==> src/design/assert_macros.svh <==
// assertion macros shared by the edge trigger capture design
// no dependencies; take in with an include of the bare file name
`ifndef ASSERT_MACROS_SVH
`define ASSERT_MACROS_SVH

// same-cycle implication, checked outside reset
`define ASSERT_IMPL(lbl, clk_s, rstn_s, ante, cons) \
    lbl: assert property (@(posedge clk_s) disable iff (!rstn_s) (ante) |-> (cons)) \
        else $error("same-cycle implication failed");

// next-cycle implication, checked outside reset
`define ASSERT_NEXT(lbl, clk_s, rstn_s, ante, cons) \
    lbl: assert property (@(posedge clk_s) disable iff (!rstn_s) (ante) |=> (cons)) \
        else $error("next-cycle implication failed");

`endif

==> src/design/etc_pkg.sv <==
// types and constants of the edge trigger capture block
// used by etc_regs, etc_dp, etc_ctrl and the top level; no dependencies
package etc_pkg;

    localparam int SAMPLE_WIDTH = 16;
    localparam int PADDR_WIDTH  = 5;
    localparam int PDATA_WIDTH  = 32;
    localparam int LEN_WIDTH    = 17;
    localparam int NWIN_WIDTH   = 7;
    localparam int HOLD_WIDTH   = 24;
    localparam int SKIP_WIDTH   = 25;
    localparam int ELAPSED_WIDTH = 33;
    localparam int FRAC_WIDTH   = 16;
    localparam int LEN_FIELD_MAX = 131071;

    localparam logic [16:0] RST_WINDOW_LEN  = 17'd1024;
    localparam logic [6:0]  RST_NUM_WINDOWS = 7'd1;
    localparam logic [23:0] RST_HOLD_OFF    = 24'd1024;
    localparam logic [1:0]  RST_SLOPE       = 2'd0;
    localparam logic [2:0]  RST_MODE        = 3'd0;
    localparam logic [15:0] RST_LEVEL       = 16'd0;
    localparam logic [7:0]  RST_POSITION    = 8'd128;
    localparam logic [31:0] RST_EVENT_TICKS = 32'd1000;

    localparam logic [1:0] SLOPE_RISE  = 2'd0;
    localparam logic [1:0] SLOPE_FALL  = 2'd1;
    localparam logic [1:0] SLOPE_BOTH  = 2'd2;
    localparam logic [1:0] SLOPE_LABEL = 2'd3;

    localparam logic [2:0] MODE_AUTO     = 3'd0;
    localparam logic [2:0] MODE_SEMI     = 3'd1;
    localparam logic [2:0] MODE_NORMAL   = 3'd2;
    localparam logic [2:0] MODE_PERIODIC = 3'd3;

    typedef enum logic [2:0] {
        REG_WINDOW_LEN  = 3'd0,
        REG_NUM_WINDOWS = 3'd1,
        REG_HOLD_OFF    = 3'd2,
        REG_SLOPE       = 3'd3,
        REG_MODE        = 3'd4,
        REG_LEVEL       = 3'd5,
        REG_POSITION    = 3'd6,
        REG_EVENT_TICKS = 3'd7
    } reg_idx_t;

    typedef enum logic [2:0] {
        ST_IDLE,
        ST_EVAL,
        ST_DIV,
        ST_COMMIT,
        ST_OUT
    } etc_state_t;

    typedef struct packed {
        logic              kind;
        logic signed [15:0] sample;
        logic              label_hit;
    } in_item_t;

    typedef struct packed {
        logic signed [15:0] out_sample;
        logic              trigger_mark;
        logic [15:0]       fraction;
        logic              first_of_packet;
        logic              last_of_window;
        logic              last_of_packet;
    } out_item_t;

    typedef struct packed {
        logic [16:0]        window_len;
        logic [6:0]         num_windows;
        logic [23:0]        hold_off;
        logic [1:0]         slope_select;
        logic [2:0]         trigger_mode;
        logic signed [15:0] level;
        logic [7:0]         position;
        logic [31:0]        event_ticks;
    } cfg_t;

    typedef struct packed {
        logic        valid;
        logic [23:0] value;
    } hold_wr_t;

    typedef struct packed {
        logic load;
        logic tick;
        logic eval;
        logic div_start;
        logic commit;
    } ctrl_cmd_t;

    typedef struct packed {
        logic need_div;
        logic div_done;
        logic emit;
    } dp_stat_t;

endpackage

==> src/design/etc_regs.sv <==
// configuration register file with apb write and read access
// depends on etc_pkg
module etc_regs
(
    input  logic                            clk,
    input  logic                            rst_n,
    input  logic                            psel,
    input  logic                            penable,
    input  logic                            pwrite,
    input  logic [etc_pkg::PADDR_WIDTH-1:0] paddr,
    input  logic [etc_pkg::PDATA_WIDTH-1:0] pwdata,
    output logic [etc_pkg::PDATA_WIDTH-1:0] prdata,
    output etc_pkg::cfg_t                   cfg,
    output etc_pkg::hold_wr_t               hold_wr
);

    etc_pkg::cfg_t    cfg_reg;
    etc_pkg::reg_idx_t idx;
    logic             wr_en;

    assign idx   = etc_pkg::reg_idx_t'(paddr[4:2]);
    assign wr_en = psel && penable && pwrite;

    always_ff @(posedge clk or negedge rst_n)
    begin
        if (!rst_n)
        begin
            cfg_reg.window_len   <= etc_pkg::RST_WINDOW_LEN;
            cfg_reg.num_windows  <= etc_pkg::RST_NUM_WINDOWS;
            cfg_reg.hold_off     <= etc_pkg::RST_HOLD_OFF;
            cfg_reg.slope_select <= etc_pkg::RST_SLOPE;
            cfg_reg.trigger_mode <= etc_pkg::RST_MODE;
            cfg_reg.level        <= etc_pkg::RST_LEVEL;
            cfg_reg.position     <= etc_pkg::RST_POSITION;
            cfg_reg.event_ticks  <= etc_pkg::RST_EVENT_TICKS;
        end
        else if (wr_en)
        begin
            case (idx)
                etc_pkg::REG_WINDOW_LEN:  cfg_reg.window_len   <= pwdata[16:0];
                etc_pkg::REG_NUM_WINDOWS: cfg_reg.num_windows  <= pwdata[6:0];
                etc_pkg::REG_HOLD_OFF:    cfg_reg.hold_off     <= pwdata[23:0];
                etc_pkg::REG_SLOPE:       cfg_reg.slope_select <= pwdata[1:0];
                etc_pkg::REG_MODE:        cfg_reg.trigger_mode <= pwdata[2:0];
                etc_pkg::REG_LEVEL:       cfg_reg.level        <= pwdata[15:0];
                etc_pkg::REG_POSITION:    cfg_reg.position     <= pwdata[7:0];
                etc_pkg::REG_EVENT_TICKS: cfg_reg.event_ticks  <= pwdata;
                default: ;
            endcase
        end
    end

    always_comb
    begin
        case (idx)
            etc_pkg::REG_WINDOW_LEN:  prdata = {15'd0, cfg_reg.window_len};
            etc_pkg::REG_NUM_WINDOWS: prdata = {25'd0, cfg_reg.num_windows};
            etc_pkg::REG_HOLD_OFF:    prdata = {8'd0, cfg_reg.hold_off};
            etc_pkg::REG_SLOPE:       prdata = {30'd0, cfg_reg.slope_select};
            etc_pkg::REG_MODE:        prdata = {29'd0, cfg_reg.trigger_mode};
            etc_pkg::REG_LEVEL:       prdata = {16'd0, cfg_reg.level};
            etc_pkg::REG_POSITION:    prdata = {24'd0, cfg_reg.position};
            etc_pkg::REG_EVENT_TICKS: prdata = cfg_reg.event_ticks;
            default:                  prdata = '0;
        endcase
    end

    assign cfg           = cfg_reg;
    // the datapath clips its hold-off countdown on this write
    assign hold_wr.valid = wr_en && (idx == etc_pkg::REG_HOLD_OFF);
    assign hold_wr.value = pwdata[23:0];

endmodule

==> src/design/etc_div.sv <==
// bit-serial restoring divider for the q0.16 crossing fraction
// depends on nothing outside this file; numerator never exceeds the divisor
module etc_div
(
    input  logic        clk,
    input  logic        rst_n,
    input  logic        start,
    input  logic [16:0] num,
    input  logic [16:0] den,
    output logic        done,
    output logic [15:0] quot
);

    localparam logic [4:0] LAST_STEP = 5'd16;

    logic        busy_reg;
    logic        done_reg;
    logic [4:0]  cnt_reg;
    logic [17:0] rem_reg;
    logic [16:0] den_reg;
    logic [16:0] q_reg;
    logic [17:0] rem_try;
    logic        ge;

    // the first step tests the integer bit without a shift
    assign rem_try = (cnt_reg == '0) ? rem_reg : {rem_reg[16:0], 1'b0};
    assign ge      = rem_try >= {1'b0, den_reg};

    always_ff @(posedge clk or negedge rst_n)
    begin
        if (!rst_n)
        begin
            busy_reg <= 1'b0;
            done_reg <= 1'b0;
            cnt_reg  <= '0;
        end
        else
        begin
            done_reg <= 1'b0;
            if (start)
            begin
                busy_reg <= 1'b1;
                cnt_reg  <= '0;
            end
            else if (busy_reg)
            begin
                cnt_reg <= cnt_reg + 5'd1;
                if (cnt_reg == LAST_STEP)
                begin
                    busy_reg <= 1'b0;
                    done_reg <= 1'b1;
                end
            end
        end
    end

    always_ff @(posedge clk)
    begin
        if (start)
        begin
            rem_reg <= {1'b0, num};
            den_reg <= den;
            q_reg   <= '0;
        end
        else if (busy_reg)
        begin
            rem_reg <= ge ? (rem_try - {1'b0, den_reg}) : rem_try;
            q_reg   <= {q_reg[15:0], ge};
        end
    end

    assign done = done_reg;
    assign quot = q_reg[16] ? 16'hFFFF : q_reg[15:0];

endmodule

==> src/design/etc_dp.sv <==
// datapath: history memory, trigger search, window counters, result register
// depends on etc_pkg and etc_div
module etc_dp
#(
    parameter int HIST_DEPTH = 256,
    parameter int MAX_POINTS = 65536
)
(
    input  logic                clk,
    input  logic                rst_n,
    input  etc_pkg::in_item_t   item,
    input  etc_pkg::cfg_t       cfg,
    input  etc_pkg::hold_wr_t   hold_wr,
    input  etc_pkg::ctrl_cmd_t  cmd,
    output etc_pkg::dp_stat_t   stat,
    output etc_pkg::out_item_t  result
);

    localparam int AW = (HIST_DEPTH > 1) ? $clog2(HIST_DEPTH) : 1;
    localparam int FW = $clog2(HIST_DEPTH + 1);
    localparam int LEN_CAP_INT =
        (MAX_POINTS > etc_pkg::LEN_FIELD_MAX) ? etc_pkg::LEN_FIELD_MAX : MAX_POINTS;
    localparam logic [16:0] LEN_CAP = 17'(LEN_CAP_INT);
    localparam int RST_POS_INT = (128 > HIST_DEPTH - 1) ? HIST_DEPTH - 1 : 128;
    localparam logic [24:0] RST_SKIP = 25'(RST_POS_INT + 1);
    localparam logic [AW:0] DEPTH_W = (AW + 1)'(HIST_DEPTH);
    localparam logic [AW-1:0] PTR_LAST = AW'(HIST_DEPTH - 1);
    localparam logic [FW-1:0] FILL_FULL = FW'(HIST_DEPTH);

    logic [15:0] mem [HIST_DEPTH];

    logic [AW-1:0] wr_ptr_reg;
    logic [FW-1:0] fill_reg;
    logic [15:0]   rd_data_reg;
    logic          rd_valid_reg;
    logic signed [15:0] cur_reg;
    logic          label_cur_reg;
    logic signed [15:0] prev_sample_reg;
    logic          prev_label_reg;

    logic          phase_reg;
    logic [24:0]   skip_reg;
    logic [16:0]   capture_reg;
    logic [6:0]    windows_reg;
    logic [32:0]   elapsed_reg;
    logic [15:0]   held_frac_reg;
    logic          from_level_reg;
    logic [16:0]   taken_reg;
    etc_pkg::out_item_t result_reg;

    logic [AW-1:0] pos_eff;
    logic [AW:0]   delay;
    logic [AW:0]   addr_diff;
    logic [AW-1:0] rd_addr;
    logic [16:0]   len_eff;
    logic [6:0]    nwin_eff;
    logic [24:0]   skip_reload;

    logic          allowed;
    logic          force_hit;
    logic          rise_en;
    logic          fall_en;
    logic          rise_hit;
    logic          fall_hit;
    logic          lvl_hit;
    logic          search_mode;
    logic          found_search;
    logic          trig;
    logic          trig_lvl;
    logic signed [16:0] y0_x;
    logic signed [16:0] cur_x;
    logic signed [16:0] lvl_x;
    logic [16:0]   div_num;
    logic [16:0]   div_den;
    logic          div_done;
    logic [15:0]   div_quot;
    logic          last_w;
    logic [15:0]   delayed;

    assign pos_eff = (32'(cfg.position) > 32'(HIST_DEPTH - 1)) ? PTR_LAST : AW'(cfg.position);
    assign delay   = {1'b0, pos_eff} + 1'b1;
    assign addr_diff = {1'b0, wr_ptr_reg} - delay;
    // wrap the read address for any depth, power of two or not
    assign rd_addr = ({1'b0, wr_ptr_reg} >= delay) ? addr_diff[AW-1:0]
                                                   : AW'(addr_diff + DEPTH_W);

    assign len_eff = (cfg.window_len == '0) ? 17'd1
                   : ((cfg.window_len > LEN_CAP) ? LEN_CAP : cfg.window_len);
    assign nwin_eff = (cfg.num_windows == '0) ? 7'd1 : cfg.num_windows;
    assign skip_reload = 25'(cfg.hold_off) + 25'(pos_eff) + 25'd1;

    // search decision, evaluated on registered operands
    assign y0_x  = 17'(prev_sample_reg);
    assign cur_x = 17'(cur_reg);
    assign lvl_x = 17'(cfg.level);
    assign allowed   = (windows_reg != '0) || (elapsed_reg > {1'b0, cfg.event_ticks});
    assign force_hit = {elapsed_reg, 1'b0}
                     > ({2'b00, cfg.event_ticks} + {1'b0, cfg.event_ticks, 1'b0});
    assign rise_en  = (cfg.slope_select == etc_pkg::SLOPE_RISE)
                   || (cfg.slope_select == etc_pkg::SLOPE_BOTH);
    assign fall_en  = (cfg.slope_select == etc_pkg::SLOPE_FALL)
                   || (cfg.slope_select == etc_pkg::SLOPE_BOTH);
    assign rise_hit = rise_en && (y0_x < lvl_x) && (cur_x >= lvl_x);
    assign fall_hit = fall_en && (y0_x > lvl_x) && (cur_x <= lvl_x);
    assign lvl_hit  = rise_hit || fall_hit;
    assign search_mode = (cfg.trigger_mode == etc_pkg::MODE_AUTO)
                      || (cfg.trigger_mode == etc_pkg::MODE_SEMI)
                      || (cfg.trigger_mode == etc_pkg::MODE_NORMAL);

    always_comb
    begin
        if (cfg.slope_select == etc_pkg::SLOPE_LABEL)
            found_search = prev_label_reg;
        else
            found_search = lvl_hit;
        if (!found_search && ((cfg.trigger_mode == etc_pkg::MODE_AUTO)
            || ((cfg.trigger_mode == etc_pkg::MODE_SEMI) && (windows_reg != '0))))
            found_search = force_hit;
    end

    assign trig = !phase_reg && (skip_reg == '0) && allowed
               && ((search_mode && found_search)
                   || (cfg.trigger_mode == etc_pkg::MODE_PERIODIC));
    assign trig_lvl = trig && search_mode
                   && (cfg.slope_select != etc_pkg::SLOPE_LABEL) && lvl_hit;

    // rising takes priority when both directions are enabled
    assign div_num = rise_hit ? 17'(lvl_x - y0_x) : 17'(y0_x - lvl_x);
    assign div_den = rise_hit ? 17'(cur_x - y0_x) : 17'(y0_x - cur_x);

    etc_div u_div
    (
        .clk   (clk),
        .rst_n (rst_n),
        .start (cmd.div_start),
        .num   (div_num),
        .den   (div_den),
        .done  (div_done),
        .quot  (div_quot)
    );

    assign last_w  = capture_reg <= 17'd1;
    assign delayed = rd_valid_reg ? rd_data_reg : 16'd0;

    always_ff @(posedge clk)
    begin
        if (cmd.commit)
            mem[wr_ptr_reg] <= cur_reg;
        if (cmd.load)
            rd_data_reg <= mem[rd_addr];
    end

    always_ff @(posedge clk)
    begin
        if (cmd.load)
        begin
            cur_reg       <= item.sample;
            label_cur_reg <= item.label_hit;
            // entries not yet written since reset read as zero
            rd_valid_reg  <= 32'(fill_reg) >= 32'(delay);
        end
        if (cmd.commit && phase_reg)
        begin
            result_reg.out_sample      <= delayed;
            result_reg.trigger_mark    <= from_level_reg && (taken_reg == 17'(pos_eff));
            result_reg.fraction        <= held_frac_reg;
            result_reg.first_of_packet <= (taken_reg == '0) && (windows_reg == nwin_eff - 7'd1);
            result_reg.last_of_window  <= last_w;
            result_reg.last_of_packet  <= last_w && (windows_reg == '0);
        end
    end

    always_ff @(posedge clk or negedge rst_n)
    begin
        if (!rst_n)
        begin
            wr_ptr_reg      <= '0;
            fill_reg        <= '0;
            prev_sample_reg <= '0;
            prev_label_reg  <= 1'b0;
            phase_reg       <= 1'b0;
            skip_reg        <= RST_SKIP;
            capture_reg     <= '0;
            windows_reg     <= '0;
            elapsed_reg     <= '0;
            held_frac_reg   <= '0;
            from_level_reg  <= 1'b0;
            taken_reg       <= '0;
        end
        else
        begin
            if (hold_wr.valid)
            begin
                if (skip_reg > 25'(hold_wr.value) + 25'(pos_eff) + 25'd1)
                    skip_reg <= 25'(hold_wr.value) + 25'(pos_eff) + 25'd1;
            end
            if (cmd.tick && (elapsed_reg != '1))
                elapsed_reg <= elapsed_reg + 33'd1;
            if (cmd.eval)
            begin
                if (!phase_reg && (skip_reg != '0))
                    skip_reg <= skip_reg - 25'd1;
                if (trig)
                begin
                    windows_reg    <= ((windows_reg == '0) ? nwin_eff : windows_reg) - 7'd1;
                    capture_reg    <= len_eff;
                    taken_reg      <= '0;
                    held_frac_reg  <= '0;
                    from_level_reg <= trig_lvl;
                    phase_reg      <= 1'b1;
                end
            end
            if (div_done)
                held_frac_reg <= div_quot;
            if (cmd.commit)
            begin
                if (phase_reg)
                begin
                    taken_reg <= taken_reg + 17'd1;
                    if (last_w)
                    begin
                        capture_reg <= '0;
                        phase_reg   <= 1'b0;
                        skip_reg    <= skip_reload;
                        elapsed_reg <= '0;
                    end
                    else
                        capture_reg <= capture_reg - 17'd1;
                end
                wr_ptr_reg      <= (wr_ptr_reg == PTR_LAST) ? '0 : wr_ptr_reg + 1'b1;
                if (fill_reg != FILL_FULL)
                    fill_reg <= fill_reg + 1'b1;
                prev_sample_reg <= cur_reg;
                prev_label_reg  <= label_cur_reg;
            end
        end
    end

    assign stat.need_div = trig_lvl;
    assign stat.div_done = div_done;
    assign stat.emit     = phase_reg;
    assign result        = result_reg;

endmodule

==> src/design/etc_ctrl.sv <==
// controller: sequences one sample item through evaluate, divide when needed, commit and hand-off
// depends on etc_pkg
module etc_ctrl
(
    input  logic               clk,
    input  logic               rst_n,
    input  logic               item_valid,
    input  logic               item_kind,
    input  logic               result_stall,
    input  etc_pkg::dp_stat_t  stat,
    output etc_pkg::ctrl_cmd_t cmd,
    output logic               item_stall,
    output logic               result_valid
);

    etc_pkg::etc_state_t state_reg;
    etc_pkg::etc_state_t state_next;

    always_ff @(posedge clk or negedge rst_n)
    begin
        if (!rst_n)
            state_reg <= etc_pkg::ST_IDLE;
        else
            state_reg <= state_next;
    end

    always_comb
    begin
        state_next = state_reg;
        case (state_reg)
            etc_pkg::ST_IDLE:
                if (item_valid && !item_kind)
                    state_next = etc_pkg::ST_EVAL;
            etc_pkg::ST_EVAL:
                state_next = stat.need_div ? etc_pkg::ST_DIV : etc_pkg::ST_COMMIT;
            etc_pkg::ST_DIV:
                if (stat.div_done)
                    state_next = etc_pkg::ST_COMMIT;
            etc_pkg::ST_COMMIT:
                state_next = stat.emit ? etc_pkg::ST_OUT : etc_pkg::ST_IDLE;
            etc_pkg::ST_OUT:
                if (!result_stall)
                    state_next = etc_pkg::ST_IDLE;
            default:
                state_next = etc_pkg::ST_IDLE;
        endcase
    end

    always_comb
    begin
        cmd          = '0;
        item_stall   = 1'b1;
        result_valid = 1'b0;
        case (state_reg)
            etc_pkg::ST_IDLE:
            begin
                item_stall = 1'b0;
                cmd.load   = item_valid && !item_kind;
                cmd.tick   = item_valid && item_kind;
            end
            etc_pkg::ST_EVAL:
            begin
                cmd.eval      = 1'b1;
                cmd.div_start = stat.need_div;
            end
            etc_pkg::ST_DIV: ;
            etc_pkg::ST_COMMIT:
                cmd.commit = 1'b1;
            etc_pkg::ST_OUT:
                result_valid = 1'b1;
            default: ;
        endcase
    end

endmodule

==> src/design/edge_trigger_capture.sv <==
// top level of the oscilloscope edge trigger with windowed capture
// depends on etc_pkg, assert_macros.svh, etc_regs, etc_ctrl, etc_dp
//
//  channel  | handshake                      | payload
//  ---------+--------------------------------+---------------------------
//  item     | item_valid / item_stall        | etc_pkg::in_item_t
//  result   | result_valid / result_stall    | etc_pkg::out_item_t
//  config   | psel penable pwrite pready     | paddr, pwdata, prdata
//
// a tick item is taken in idle; a sample item passes through evaluate and commit,
// with a wait in the serial divider when a level crossing triggers
// a result beat is held until result_stall drops
// item_stall stays high from acceptance of a sample until it commits, or until its result beat is taken
// after reset the history reads zero through a fill count, no clearing pass
`include "assert_macros.svh"

module edge_trigger_capture
#(
    parameter int HIST_DEPTH = 256,
    parameter int MAX_POINTS = 65536
)
(
    input  logic                            clk,
    input  logic                            rst_n,
    input  logic                            item_valid,
    output logic                            item_stall,
    input  etc_pkg::in_item_t               item,
    output logic                            result_valid,
    input  logic                            result_stall,
    output etc_pkg::out_item_t              result,
    input  logic                            psel,
    input  logic                            penable,
    input  logic                            pwrite,
    input  logic [etc_pkg::PADDR_WIDTH-1:0] paddr,
    input  logic [etc_pkg::PDATA_WIDTH-1:0] pwdata,
    output logic [etc_pkg::PDATA_WIDTH-1:0] prdata,
    output logic                            pready
);

    etc_pkg::cfg_t      cfg;
    etc_pkg::hold_wr_t  hold_wr;
    etc_pkg::ctrl_cmd_t cmd;
    etc_pkg::dp_stat_t  stat;

    assign pready = 1'b1;

    etc_regs u_regs
    (
        .clk     (clk),
        .rst_n   (rst_n),
        .psel    (psel),
        .penable (penable),
        .pwrite  (pwrite),
        .paddr   (paddr),
        .pwdata  (pwdata),
        .prdata  (prdata),
        .cfg     (cfg),
        .hold_wr (hold_wr)
    );

    etc_ctrl u_ctrl
    (
        .clk          (clk),
        .rst_n        (rst_n),
        .item_valid   (item_valid),
        .item_kind    (item.kind),
        .result_stall (result_stall),
        .stat         (stat),
        .cmd          (cmd),
        .item_stall   (item_stall),
        .result_valid (result_valid)
    );

    etc_dp
    #(
        .HIST_DEPTH (HIST_DEPTH),
        .MAX_POINTS (MAX_POINTS)
    )
    u_dp
    (
        .clk     (clk),
        .rst_n   (rst_n),
        .item    (item),
        .cfg     (cfg),
        .hold_wr (hold_wr),
        .cmd     (cmd),
        .stat    (stat),
        .result  (result)
    );

    `ASSERT_IMPL(a_busy_while_result, clk, rst_n, result_valid, item_stall)
    `ASSERT_NEXT(a_one_beat_per_item, clk, rst_n, result_valid && !result_stall, !result_valid)
    `ASSERT_IMPL(a_result_after_commit, clk, rst_n, $rose(result_valid), $past(cmd.commit))

endmodule

==> config.mk <==
export PLATFORM = sky130hd
export DESIGN_NAME = edge_trigger_capture
export DESIGN_NICKNAME = d
export VERILOG_FILES = /design/src/design/etc_pkg.sv /design/src/design/etc_regs.sv /design/src/design/etc_div.sv /design/src/design/etc_dp.sv /design/src/design/etc_ctrl.sv /design/src/design/edge_trigger_capture.sv
export VERILOG_INCLUDE_DIRS = /design/src /design/src/design
export SDC_FILE = /design/constraint.sdc
export NUM_CORES = 2
export LEC_CHECK = 0
export BUFFER_PORTS_ARGS = -buffer_cell sky130_fd_sc_hd__buf_2
export CORE_AREA = 10 10 571 573
export DETAILED_ROUTE_END_ITERATION = 8
export DIE_AREA = 0 0 581 583
export PLACE_DENSITY = 0.8
export SLEW_MARGIN = 5
export SYNTH_ARGS = -nofsm -noshare
export SYNTH_HDL_FRONTEND = slang
export SYNTH_SLANG_ARGS = --single-unit
==> constraint.sdc <==
create_clock -name clk -period 7.5 [get_ports clk]
set_input_delay 1.125 -clock clk [delete_from_list [all_inputs] [get_ports clk]]
set_output_delay 1.125 -clock clk [all_outputs]
set_load 0.005 [all_outputs]
=== Word-level counts from Yosys, hierarchy flattened ===
Memory sizes are Yosys's and may differ from the RTL's. A register that Yosys moved wholly into a read port is not among the register bits.
Cells that the tools add are included.

* Memories: 1
* Word-level logic and storage cells: 226
* Register bits after elaboration: 376
* Memory bits (writable): 4096
* Input port bits: 62
* Output and inout port bits: 71

* Multiplexer cells: 65
* Add/sub/neg operators: 22
* $lt $le $gt $ge: 12
* Reductions and logical operators: 62
* Equality and inequality tests: 27

{| class="wikitable"
|+ Memory list
! name !! words !! bits a word !! read ports !! clocked after Yosys merged registers in !! write ports !! RTL line !! RTL
|-
| u_dp.mem || 256 || 16 || 1 || 1 || 1 || etc_dp.sv:30 || <nowiki>logic [15:0] mem [HIST_DEPTH];</nowiki>
|}

{| class="wikitable"
|+ Operator list
! kind !! count
|-
| case mux 32 bit (8 select lines) || 1
|-
| 2-to-1 mux 17 bit || 15
|-
| 2-to-1 mux 25 bit || 7
|-
| 2-to-1 mux 33 bit || 4
|-
| subtractor 16 x 16 -> 17 bit || 4
|-
| 2-to-1 mux 16 bit || 4
|-
| adder 24 x 8 -> 25 bit || 2
|-
| adder 25 x 1 -> 25 bit, second input constant || 2
|-
| 2-to-1 mux 18 bit || 2
|-
| adder 32 x 33 -> 34 bit || 1
|-
| > comparator 34 bit || 1
|-
| zero test 17 bit || 2
|-
| adder 33 x 1 -> 33 bit, second input constant || 1
|-
| > comparator 33 x 32 -> 1 bit || 1
|-
| inequality test 33 bit, second input constant || 1
|-
| > comparator 25 bit || 1
|-
| zero test 25 bit || 1
|-
| nonzero test 25 bit || 1
|-
| subtractor 25 x 1 -> 25 bit, second input constant || 1
|-
| logical AND 1 bit || 24
|-
| AND reduction 2 bit || 11
|-
| 2-to-1 mux 1 bit || 19
|-
| == test 3 x 2 -> 1 bit, second input constant || 6
|-
| greater-or-equal comparator 18 x 17 -> 1 bit || 1
|-
| 43 further kinds || 75
|}

=== Longest topological paths before layout ===
* Depth after elaboration: 20
* Depth in mapped cells: 23
* Depth with buffers taken out: 21

=== Modules after synthesis ===
From an unflattened synthesis, not the netlist that was laid out.

* Cell total of the unflattened synthesis: 9330
* Area total of the unflattened synthesis: 185827.0 um^2

{| class="wikitable"
|+ Modules (own cells, without submodules)
! module !! area an instance (um^2) !! instances !! cells an instance
|-
| etc_dp || 176742.0 || 1 || 8567
|-
| etc_regs || 5266.3 || 1 || 375
|-
| etc_div || 3612.2 || 1 || 367
|-
| etc_ctrl || 195.2 || 1 || 19
|-
| edge_trigger_capture || 11.3 || 1 || 2
|}

=== Least setup slack after synthesis ===
OpenSTA, ideal clock, no wires.

* Path type: flip-flop to flip-flop
* Start point: register u_dp.cur_reg[15]
* End point: register u_dp.u_div.rem_reg[14], data pin
* Arrival: 6.129 ns
* Data required time: 7.211 ns
* Stages on the path, launching flop included: 11
* Slack: 1.082 ns
* Path through: edfxtp_1 ha_1 nand4_1 nor4_1 o31ai_1 a31oi_1 nor2_1 nor4_1 and2_1 clkbuf_1 mux2i_1

{| class="wikitable"
|+ RTL lines
! what !! RTL line !! RTL
|-
| from (decl) || etc_dp.sv:36 || <nowiki>logic signed [15:0] cur_reg;</nowiki>
|-
| from (signal assigned) || etc_dp.sv:157 || <nowiki>cur_reg <= item.sample;</nowiki>
|-
| to (signal assigned) || etc_div.sv:61 || <nowiki>rem_reg <= {1'b0, num};</nowiki>
|-
| to (signal assigned) || etc_div.sv:67 || <nowiki>rem_reg <= ge ? (rem_try - {1'b0, den_reg}) : rem_try;</nowiki>
|-
| to (decl) || etc_div.sv:19 || <nowiki>logic [17:0] rem_reg;</nowiki>
|}

=== Worst setup path after layout ===
* Start point: register u_regs.cfg_reg (netlist bit u_regs.cfg[1])
* End point: register u_dp.capture_reg[1]

* Word-level cells in the longest chain between the ends: 10
* Elaborated cells between the ends (all ways): 13

{| class="wikitable"
|+ Ends and longest elaborated chain
! what !! RTL line !! RTL
|-
| from (decl) || etc_regs.sv:17 || <nowiki>etc_pkg::cfg_t cfg_reg;</nowiki>
|-
| adder 32 x 33 -> 34 bit || etc_dp.sv:98 || <nowiki>> ({2'b00, cfg.event_ticks} + {1'b0, cfg.event_ticks, 1'b0});</nowiki>
|-
| > comparator 34 bit || etc_dp.sv:98 ||
|-
| 2-to-1 mux 1 bit || etc_dp.sv:116 || <nowiki>if (!found_search && ((cfg.trigger_mode == etc_pkg::MODE_AUTO)</nowiki>
|-
| logical AND 1 bit || etc_dp.sv:122 || <nowiki>&& ((search_mode && found_search)</nowiki>
|-
| logical OR 1 bit || etc_dp.sv:123 || <nowiki>|| (cfg.trigger_mode == etc_pkg::MODE_PERIODIC));</nowiki>
|-
| logical AND 1 bit (*) || etc_dp.sv:122 ||
|-
| 2-to-1 mux 17 bit (*) || etc_dp.sv:203 || <nowiki>if (trig)</nowiki>
|-
| 2-to-1 mux 17 bit (*) || etc_dp.sv:199 || <nowiki>if (cmd.eval)</nowiki>
|-
| 2-to-1 mux 17 bit || etc_dp.sv:217 || <nowiki>if (phase_reg)</nowiki>
|-
| 2-to-1 mux 17 bit (*) || etc_dp.sv:215 || <nowiki>if (cmd.commit)</nowiki>
|-
| to (signal assigned) || etc_dp.sv:206 || <nowiki>capture_reg <= len_eff;</nowiki>
|-
| to (signal assigned) || etc_dp.sv:228 || <nowiki>capture_reg <= capture_reg - 17'd1;</nowiki>
|-
| to (decl) || etc_dp.sv:43 || <nowiki>logic [16:0] capture_reg;</nowiki>
|}

Every way passes the cells marked *; elsewhere a longest branch is shown, timed or not.
A chain may end at the register's enable or synchronous reset.

==> impl_metrics.yaml <==
yosys:
  syn_inst: 9300
  syn_area_um2: 185000
  synthArstFlopShare_pct: 6.02
  yosysSeqAreaShare_pct: 72.1
  synth_flop_cell: "edfxtp_1"
  yosys_warnings: 0
  avgSynthCellArea_um2: 19.9
  yosys.area.top_type_share_pct: 68.3
  yosys.cell_types.count: 97
  synth.area.top_cells: "edfxtp_1, mux4_2, dfrtp_1"
  ys_seq_elements: 4488
  yosys.area.top_type: "edfxtp_1"
  synth_fp_nets: 9643
  synth_edf_count: 4200
clocking:
  cts_hold_buf: 0
  numCtsBuffers: 427
  cts_tree: "done"
  clkLatencyLatePin_ps: 1000
  cts.sinks: 4488
  h-tree-depth: 5
  clockBufferDepth: 4
  cts_post_setup_buffers_inserted: 0
  cts.reportedPaths.clkPinSlew_ps: 60
  postCtsResizedCells: 0
  cts_root_buf: "clkbuf_16"
routing:
  detail_route.wl_per_cell_um: 34.5
  dr.pass1.iters: 8
  vias_per_cell: 6.95
  route.detailed.drc: 0
  drtAntennaViolNets: 0
  drtIter0Drc: 14400
  via_count: 99500
  wl_um: 494000
min_path:
  hold_path_class: "in2async"
sta:
  fin_crit_ps: 6090
  fmax_ghz: 0.164
  clock_skew_ps: 100
  tns_ps: 0
  relSlewSlack_pct: 8.62
  grt_setup_unrepaired: "no"
  report.final.slew_viol_count: 0
  setup_viol: 0
  timing.final.crit_share_pct: 81.2
  tightest_slew_ps: 1370
  hold_viol: 0
cells_and_area:
  fin_cells: 14300
  fillers: 19000
  largest_reg_flops: 4096
  finish.utilization_pct: 65.7
  register_area_um2: 133000
  drive_gt1_share_pct: 25.8
  stdcell_area_um2: 206000
  multiInputGateArea_um2: 49300
  area_growth_pct: 11.7
  final_nets: 10100
pwr:
  pwr-share-clk_pct: 23.2
  cellLeakagePower_nw: 68.2
  p_per_area_nw_per_um2: 447
  p_sw_share_pct: 37.2
  p_sw_w: 0.0344
  p_int_w: 0.0579
  seqPwrFrac_pct: 31.2
  p_comb_share_pct: 45.6
  vdd_drop_max_v: 0.000698
critical_path:
  cp_max_fo: 32
  r2r_cells: 21
  required_ps: 8390
  cp.arrival_ps: 6980
  start_kind: "register"
  end_kind: "register"
  crit_type: "reg2reg"
place:
  dp_hpwl_um: 274000
  dpl-instance-area_um2: 193000
  gp_congestion: 0.896
  place_inst: 13500
  io_buffers: 129
global_route:
  grt.total_usage_pct: 28.8
  antenna_found_initial: 18
  grt_max_degree: 260
  grt_pass1_wl_um: 718000
  gr-total-overflow: 0
  grt_pass1_vias: 100000
die:
  core_region_area_um2: 314000
  die_x_um: 581
  die_h_um: 583
  die-area_um2: 339000
  rows: 206
  pin_count: 133
  initial_core_util_pct: 58.8
flow_run:
  cap_violations: 0
status:
  outcome: "completed"
## final cells by class
cell class	instances	area share [%]
sequential	4488	64.6
multi-input combinational	4171	23.9
clock buffer	512	5.38
tap	4160	2.52
timing repair buffer	533	2.06
clock inverter	277	1.26
inverter	170	0.309
antenna	10	0.0121
## cells by family after synthesis
| logic type | synth area share, % |
|---|---|
| compound gates | 2.78 |
| fa+ha+maj | 1.94 |
| mux | 17.8 |
| xor+xnor | 0.877 |
| other cells | 0.00203 |
| simple gates | 3.09 |
| buf+inv | 1.35 |
| flops | 72.1 |
## power groups by stage
stage | registers (W) | logic (W) | clock network, W
floorplan | 0.0295 | 0.0262 | 0
global placement | 0.0293 | 0.0393 | 0
detailed placement | 0.0293 | 0.0402 | 0
CTS | 0.0288 | 0.0416 | 0.0215
global route | 0.0288 | 0.0432 | 0.0224
finish | 0.0288 | 0.0421 | 0.0214
## worst paths after layout
path                                                    start                           endpoint  slack, ps
min                                                     rst_n      u_dp.elapsed_reg[0]$_DFF_PN0_        250
max in group asynchronous                               rst_n  u_dp.held_frac_reg[2]$_DFFE_PN0P_       5450
max                                 u_regs.cfg[1]$_DFFE_PN0P_      u_dp.capture_reg[1]$_DFF_PN0_       1410
max reg2reg                         u_regs.cfg[1]$_DFFE_PN0P_      u_dp.capture_reg[1]$_DFF_PN0_       1410
min reg2reg                u_dp.held_frac_reg[15]$_DFFE_PN0P_          u_dp.result[18]$_DFFE_PP_        440
min in group clk                                      item[2]          u_dp.cur_reg[1]$_DFFE_PP_        360
## metrics by stage
step	hold slack (ps)	power, W	worst slack [ps]
after global routing	330	0.0944	1090
final	245	0.0923	1410
after detailed placement	434	0.0695	1400
after CTS	307	0.0919	1480
after global placement	428	0.0685	1220
after floorplan	419	0.0557	1080
## critical path, stage by stage (launching register included)
cell and delay, ps:
dfrtp_1 520, ha_1 300, fa_1 420, a21o_1 180
a21oi_1 260, o211a_1 230, o221ai_1 210, a21oi_1 300
o31a_1 250, o21ai_0 250, a211o_1 370, a21oi_1 150
ha_1 270, nand4_1 130, nor3_1 100, and2_1 140
a221o_1 300, o21ai_0 130, o21ai_1 240, o21a_4 340
nor3_4 660, a221o_1 260
## routing by layer
metal	track usage [%]	vias up	wire (um)
met5	0.0420	-	185
met4	13.8	26	28900
met3	6.05	1261	52400
met2	46.9	7322	242000
met1	37.4	51700	170000
li1	-	39200	-
## cells in the mapped netlist (22+ instances only)
| cell type | number |
|---|---|
| a21oi_1 | 178 |
| buf_2 | 38 |
| mux2i_1 | 315 |
| o211ai_1 | 31 |
| a31oi_1 | 24 |
| o21ai_0 | 260 |
| nor3_1 | 49 |
| mux4_2 | 1286 |
| nor2_1 | 461 |
| edfxtp_1 | 4200 |
| nor2b_1 | 38 |
| nand2_1 | 293 |
| nand4_1 | 59 |
| nand3_1 | 99 |
| clkbuf_1 | 342 |
| and2_1 | 40 |
| a211oi_1 | 28 |
| a21o_1 | 75 |
| xnor2_1 | 91 |
| dfrtp_1 | 258 |
| mux2_2 | 76 |
| inv_1 | 169 |
| or3_1 | 22 |
| and3_1 | 34 |
| ha_1 | 272 |
| buf_1 | 82 |
| xor2_1 | 94 |
## cell usage in the layout, fill, tap and decap left out, types with 18 or more instances in the layout
cell	netlist	final
edfxtp_1	4200	4200
mux4_2	1286	1286
clkbuf_16	0	430
nor2_1	461	424
buf_4	4	361
mux2i_1	315	315
nand2_1	293	293
ha_1	272	271
o21ai_0	260	260
dfrtp_1	258	258
a21oi_1	178	178
inv_1	169	169
buf_2	38	128
clkinv_1	1	108
xor2_1	94	93
nand3_1	99	87
xnor2_1	91	87
clkinv_2	0	87
clkbuf_1	342	79
mux2_2	76	76
a21o_1	75	75
nand4_1	59	59
nor3_1	49	48
buf_12	0	40
and2_1	40	39
nor2b_1	38	38
bufinv_16	0	37
nor2_2	0	35
and3_1	34	34
o211ai_1	31	31
a211oi_1	28	28
a31oi_1	24	24
or3_1	22	22
nor4_1	21	21
o21a_1	21	21
nand2b_1	21	20
a22oi_1	18	18
dfxtp_1	18	18
Power figures use the tool's default switching activity.
